## config.mk

```make
export PLATFORM = sky130hd
export DESIGN_NAME = tcpq_ring
export DESIGN_NICKNAME = d
export VERILOG_FILES = /design/src/tcpq_pkg.sv /design/src/tcpq_ring.sv
export SDC_FILE = /design/constraint.sdc
export NUM_CORES = 2
export LEC_CHECK = 0
export BUFFER_PORTS_ARGS = -buffer_cell sky130_fd_sc_hd__buf_2
export CAP_MARGIN = 25
export CORE_UTILIZATION = 45
export DETAILED_ROUTE_END_ITERATION = 7
export SLEW_MARGIN = 25
export SYNTH_ARGS = -nofsm -noshare
export SYNTH_HDL_FRONTEND = slang
export SYNTH_SLANG_ARGS = --single-unit
```

## constraint.sdc

```tcl
create_clock -name clk -period 9.4 [get_ports clk]
set_input_delay 0.94 -clock clk [delete_from_list [all_inputs] [get_ports clk]]
set_output_delay 0.94 -clock clk [all_outputs]
set_load 0.01 [all_outputs]
```

## src/tcpq_pkg.sv

```systemverilog
// Shared types and constants of the two-class priority queue.
package tcpq_pkg;

    // Default number of entries in each queue.
    localparam int QUEUE_DEPTH_DEF = 128;

    // Field widths.
    localparam int TAG_W = 16;
    localparam int KEY_W = 8;
    localparam int ENTRY_W = TAG_W + KEY_W;

    // Threshold value after reset.
    localparam logic [KEY_W-1:0] THRESHOLD_RST = 8'd60;

    // Command codes.
    typedef enum logic {
        CMD_ADD   = 1'b0,
        CMD_SERVE = 1'b1
    } command_t;

    // Result status codes.
    typedef enum logic [2:0] {
        ST_ADDED_HIGH  = 3'd0,
        ST_ADDED_LOW   = 3'd1,
        ST_HIGH_FULL   = 3'd2,
        ST_LOW_FULL    = 3'd3,
        ST_SERVED_HIGH = 3'd4,
        ST_SERVED_LOW  = 3'd5,
        ST_EMPTY       = 3'd6
    } status_t;

    // One stored queue entry.
    typedef struct packed {
        logic [TAG_W-1:0] tag;
        logic [KEY_W-1:0] key;
    } entry_t;

    // Per-cycle operation request to one queue.
    typedef struct packed {
        logic   push;
        logic   pop;
        entry_t wr_entry;
    } ring_op_t;

    // Occupancy flags of one queue.
    typedef struct packed {
        logic full;
        logic empty;
    } ring_flags_t;

endpackage

```

## src/tcpq_ring.sv

```systemverilog
// Circular FIFO ring built on a synchronous memory with a registered read.
module tcpq_ring #(
    parameter int DEPTH = tcpq_pkg::QUEUE_DEPTH_DEF
) (
    input  logic                  clk,
    input  logic                  rst_n,
    input  tcpq_pkg::ring_op_t    op,
    output tcpq_pkg::ring_flags_t flags,
    output tcpq_pkg::entry_t      rd_entry
);
    import tcpq_pkg::*;

    localparam int IDX_W = (DEPTH > 1) ? $clog2(DEPTH) : 1;
    localparam int CNT_W = $clog2(DEPTH + 1);
    localparam logic [IDX_W-1:0] LAST_IDX = IDX_W'(DEPTH - 1);
    localparam logic [CNT_W-1:0] FULL_CNT = CNT_W'(DEPTH);

    entry_t            mem [DEPTH];
    entry_t            rd_entry_reg;
    logic [IDX_W-1:0]  head_reg;
    logic [IDX_W-1:0]  head_next;
    logic [IDX_W-1:0]  tail_reg;
    logic [IDX_W-1:0]  tail_next;
    logic [CNT_W-1:0]  count_reg;
    logic [CNT_W-1:0]  count_next;

    // Occupancy flags come straight from the count.
    assign flags.full  = (count_reg == FULL_CNT);
    assign flags.empty = (count_reg == '0);
    assign rd_entry    = rd_entry_reg;

    // Pointer and count update; push and pop never occur together.
    always_comb
    begin
        head_next  = head_reg;
        tail_next  = tail_reg;
        count_next = count_reg;
        if (op.push)
        begin
            tail_next  = (tail_reg == LAST_IDX) ? '0 : tail_reg + 1'b1;
            count_next = count_reg + 1'b1;
        end
        else if (op.pop)
        begin
            head_next  = (head_reg == LAST_IDX) ? '0 : head_reg + 1'b1;
            count_next = count_reg - 1'b1;
        end
    end

    always_ff @(posedge clk or negedge rst_n)
    begin
        if (!rst_n)
        begin
            head_reg  <= '0;
            tail_reg  <= '0;
            count_reg <= '0;
        end
        else
        begin
            head_reg  <= head_next;
            tail_reg  <= tail_next;
            count_reg <= count_next;
        end
    end

    // Memory write port at the tail.
    always_ff @(posedge clk)
    begin
        if (op.push)
        begin
            mem[tail_reg] <= op.wr_entry;
        end
    end

    // Registered memory read at the head; holds until the next pop.
    always_ff @(posedge clk)
    begin
        if (op.pop)
        begin
            rd_entry_reg <= mem[head_reg];
        end
    end

endmodule
```

# [Word level (Yosys, flattened, before mapping)]
# Memory sizes are Yosys's and may differ from the RTL's. A register that Yosys moved wholly into a read port is not among the register bits.
# Cells that the tools add are included.
[totals] reg_bits=22 ramBits=3072 input_bits=28 out_inout_bits=26 wordCells=21 n_memories=1
[mem_list] name="mem" words=128 word_bits=24 rd=1 rd_ports_with_merged_regs=1 wr=1 line_no="tcpq_ring.sv:18" source="entry_t mem [DEPTH];"
[classes] add_sub_neg=4 eq_ne=3 muxes=6 n_bitwise=1 reduce_logical=3
[op_table] cell="$mux 8" n=2
[op_table] cell="$add 7x1->7 const B" n=2
[op_table] cell="$eq 7x7->1 const B" n=2
[op_table] cell="$mux 7" n=2
[op_table] cell="$add 8x1->8 const B" n=1
[op_table] cell="$eq 8x8->1 const B" n=1
[op_table] cell="$logic_not 8->1" n=1
[op_table] cell="$sub 8x1->8 const B" n=1
[op_table] cell="$mux 1" n=2
[op_table] cell="$reduce_and 2->1" n=1
[op_table] cell="$reduce_bool 2->1" n=1
[op_table] cell="$not 1->1" n=1

# [Logic depth before layout (Yosys ltp)]
[logic_depth] word_depth=3 ltp_mapped=11 depth_no_buf=8

# [Least setup slack after synthesis]
# Ideal clock, no wire load.
[synth_timing] path_kind="input-to-reg" startpoint="input op[25] (netlist name)" endpoint="memory mem[31][0] (netlist name), enable pin" setup_ns=0.435 arrival_ns=3.043 required_ns=8.965 slack_ns=5.922 cell_stages=3 n_path_buf=1 path_cell_list="clkbuf_1 nand3_1 nor3_1"
[synth_via] elab_chain_len=2
[synth_rtl] item="start: declaration" line_no="tcpq_ring.sv:7" source="input tcpq_pkg::ring_op_t op,"
[synth_rtl] item="$mux 1" line_no="tcpq_ring.sv:69" source="if (op.push)"
[synth_rtl] item="$mux 1 (implied by the code)" line_no="tcpq_ring.sv:71" source="mem[tail_reg] <= op.wr_entry;"
[synth_rtl] item="end: declaration" line_no="tcpq_ring.sv:18"
# Every way passes these cells.

==> flow_metrics.py <==
metrics = {
    "power": {
        "peakVddDrop_uv": 235,
        "p_leak_uw": 0.0427,
        "power.density_nw_per_um2": 265,
    },
    "setup_path": {
        "arrival_ps": 5560,
        "end_kind": "register",
        "crit_chain": "buf_4 -> buf_4 -> mux4_2 -> mux2i_1 -> o2111ai_1 -> a31oi_1 -> a22oi_1",
        "crit_required_ps": 10040,
        "worstSetupStartpointType": "register",
        "path_max_fanout": 39,
        "cp_common_cell": "buf_4",
        "worstSetupPathType": "register to register",
        "slowest_delay_ps": 930,
        "cp_slowest_cell": "a31oi_1",
    },
    "global_routing": {
        "antenna_found_initial": 34,
        "grt_pass1_wl_um": 466000,
        "grt_pass1_vias": 59600,
        "grt_max_degree": 129,
        "grt_overflow": 0,
        "grt_usage_pct": 24.5,
    },
    "floorplan": {
        "rows": 189,
        "die_w_um": 520,
        "die_y_um": 520,
        "io_pins": 54,
        "initial_utilization_pct": 45.4,
        "coreArea_um2": 266000,
        "die_area_um2": 270000,
    },
    "clock_tree": {
        "insertion_delay_ps": 960,
        "cts_root_buf": "clkbuf_16",
        "htree_num_levels": 5,
        "numCtsBuffers": 330,
        "clockBufferDepth": 4,
        "ctsHoldBuffers": 0,
        "cts.repair.resized": 0,
        "postCtsSetupBuffers": 0,
        "cts_sinks": 3118,
        "path_clk_slew_ps": 60,
        "cts_tree": "done",
    },
    "detailed_routing": {
        "viasPerCell": 6.16,
        "wl_met3_um": 28500,
        "wl_um": 333000,
        "drc_errors": 0,
        "wl_per_cell_um": 33.5,
        "wl_met2_um": 158000,
        "drt_first_iter_violations": 7876,
        "dr.max_layer_used": "met5",
        "m1WireLength_um": 137000,
        "vias": 61100,
        "firstDrtPassIters": 5,
        "ant_nets": 0,
    },
    "synth": {
        "avgSynthCellArea_um2": 20.6,
        "synth_seq_area_share_pct": 77.5,
        "synth_seq_cells": 3118,
        "async_flop_share_pct": 0.706,
        "synth_flop_cell": "edfxtp_1",
        "yosys_warnings": 0,
        "netlist_area_um2": 121000,
        "synth_nets": 5893,
        "synthCells": 5856,
        "yosys.area.top_type": "edfxtp_1",
        "synth_cell_types": 66,
        "synth_top_area_share_pct": 77.1,
        "synth_edf_count": 3096,
        "synthTopCellsByArea": "edfxtp_1 77%, mux4_2 9.0%, mux2i_1 4.8%",
    },
    "finish": {
        "drive_above_1_share_pct": 23.3,
        "fin_area_um2": 136000,
        "layout.nets": 6178,
        "utilization_pct": 51.2,
        "largest_reg_flops": 3072,
        "area_growth_pct": 12.8,
    },
    "timing": {
        "hold_viol": 0,
        "period_needed_ps": 4920,
        "worst_pin_slew_ps": 1070,
        "timing.fmax_mhz": 203,
        "max-slew-margin-rel_pct": 26.6,
        "finalCritPeriodShare_pct": 52.3,
        "skew_ps": 71.4,
        "worst_hold_slack_ps": 44.3,
        "rsz0062_at_grt": "no",
        "drv_slew": 0,
        "finalSetupViolCount": 0,
        "fin_tns_setup_ps": 0,
    },
    "min_path": {
        "hp-class": "primary input to async pin",
    },
    "outcome": {
        "status": "finished clean",
    },
    "placement": {
        "portBuffers": 53,
        "gp_congestion": 0.862,
        "dpl-instance-area_um2": 126000,
        "hpwlAfterDp_um": 194000,
    },
    "run": {
        "cap_viol_max_count": 0,
    },
}
[layer usage]
layer  vias to the layer above  GRT usage [%]
met5                         -              0
met4                        12           6.89
met3                       431           4.05
met2                      2927           38.7
met1                     32800           35.3
li1                      24900              -
[worst paths after layout]
| path | cells after the start | slack [ps] | startpoint | endpoint |
|---|---|---|---|---|
| max in group asynchronous | 1 | 8770 | rst_n | head_reg[3]$_DFFE_PN0P_ |
| hold / removal | 1 | 40 | rst_n | count_reg[7]$_DFFE_PN0P_ |
| min in group clk | 1 | 460 | op[10] | mem[111][10]$_DFFE_PP_ |
| hold reg to reg | 1 | 500 | head_reg[6]$_DFFE_PN0P_ | head_reg[6]$_DFFE_PN0P_ |
| setup reg to reg | 7 | 4480 | head_reg[0]$_DFFE_PN0P_ | rd_entry[15]$_DFFE_PP_ |
| setup / recovery | 7 | 4480 | head_reg[0]$_DFFE_PN0P_ | rd_entry[15]$_DFFE_PP_ |
[worst max-delay path: cells and delay by family (launching register included)]
kind | cells | cell delay, ps
AO/OA/AOI/OAI | 3 | 1450
flip-flops | 1 | 770
buffers and inverters | 2 | 1370
multiplexers | 2 | 930
[layout make-up]
| class | count | area [um^2] |
|---|---|---|
| diodes | 13 | 32.5 |
| clock buffers | 401 | 8610 |
| clock inverters | 161 | 1460 |
| fillers | 21000 | 130000 |
| inverters | 3 | 11.3 |
| multi-input cells | 2398 | 25700 |
| flip-flops and latches | 3118 | 93500 |
| well taps | 3533 | 4420 |
| repair buffers | 290 | 2310 |
[power breakdown]
part / internal, uW / switching, uW / leakage, uW
Combinational: 2690 / 5000 / 0.00970
Clock: 7170 / 5190 / 0.00492
Sequential: 15700 / 372 / 0.0281
Total: 25600 / 10600 / 0.0427
[cell usage in the layout (no fill, tap or decap), drive strengths merged, types with 7 or more instances in the layout]
cell type,netlist,final
clkbuf,116,401
dfrtp,22,22
a41oi,13,13
ha,8,8
nor3,12,12
a31o,18,18
bufinv,0,25
o32a,7,7
a211oi,57,57
a31oi,16,16
mux2i,584,584
inv,3,12
o221ai,30,30
nand3,64,64
buf,221,290
o2111ai,16,16
clkinv,0,117
o211ai,24,24
a21oi,131,131
a221o,7,7
clkinvlp,0,10
xnor2,9,9
a22oi,184,184
a2111oi,18,18
edfxtp,3096,3096
a21boi,40,40
o22ai,37,37
nand2,136,136
a221oi,19,19
a22o,23,23
mux4,480,480
nor2,185,185
nor2b,35,35
o21ai,96,96
diode,0,13
mux2,83,83
[Yosys cell counts, types with 8 or more instances]
| library cell | number |
|---|---|
| a2111oi_0 | 14 |
| a211oi_1 | 56 |
| a21boi_0 | 40 |
| a21oi_1 | 131 |
| a221oi_1 | 19 |
| a22o_1 | 23 |
| a22oi_1 | 184 |
| a31o_2 | 18 |
| a31oi_1 | 16 |
| a41oi_1 | 13 |
| buf_1 | 10 |
| buf_2 | 126 |
| buf_4 | 44 |
| buf_6 | 36 |
| clkbuf_1 | 115 |
| dfrtp_1 | 22 |
| edfxtp_1 | 3096 |
| ha_1 | 8 |
| mux2_2 | 83 |
| mux2i_1 | 584 |
| mux4_2 | 480 |
| nand2_1 | 136 |
| nand3_1 | 64 |
| nor2_1 | 183 |
| nor2b_1 | 35 |
| nor3_1 | 12 |
| o2111ai_1 | 16 |
| o211ai_1 | 24 |
| o21ai_0 | 94 |
| o221ai_1 | 30 |
| o22ai_1 | 37 |
| xnor2_1 | 9 |
[per-stage QoR]
step | power [uW] | worst slack [ps] | std cells
final | 36100 | 4480 | 9917
after detailed placement | 24000 | 4480 | 9341
after global placement | 23900 | 4250 | 9336
after global routing | 37200 | 4330 | 9909
after CTS | 36300 | 4490 | 9903
after floorplan | 20700 | 5920 | 5856
[cell families (layout without fill, tap and decap cells)]
| logic type | count (synthesis) | after routing | synth area share, % |
|---|---|---|---|
| adders and majority gates | 9 | 9 | 0.0996 |
| DFF | 3118 | 3118 | 77.5 |
| buffers and inverters | 340 | 855 | 1.60 |
| and+or+nand+nor | 476 | 476 | 1.75 |
| muxes | 1147 | 1147 | 14.6 |
| AOI/OAI and AO/OA | 752 | 752 | 4.36 |
| other | 0 | 13 | 0 |
| xor gates and xnor gates | 14 | 14 | 0.102 |
Note: power is estimated with default switching activity, not from simulation.
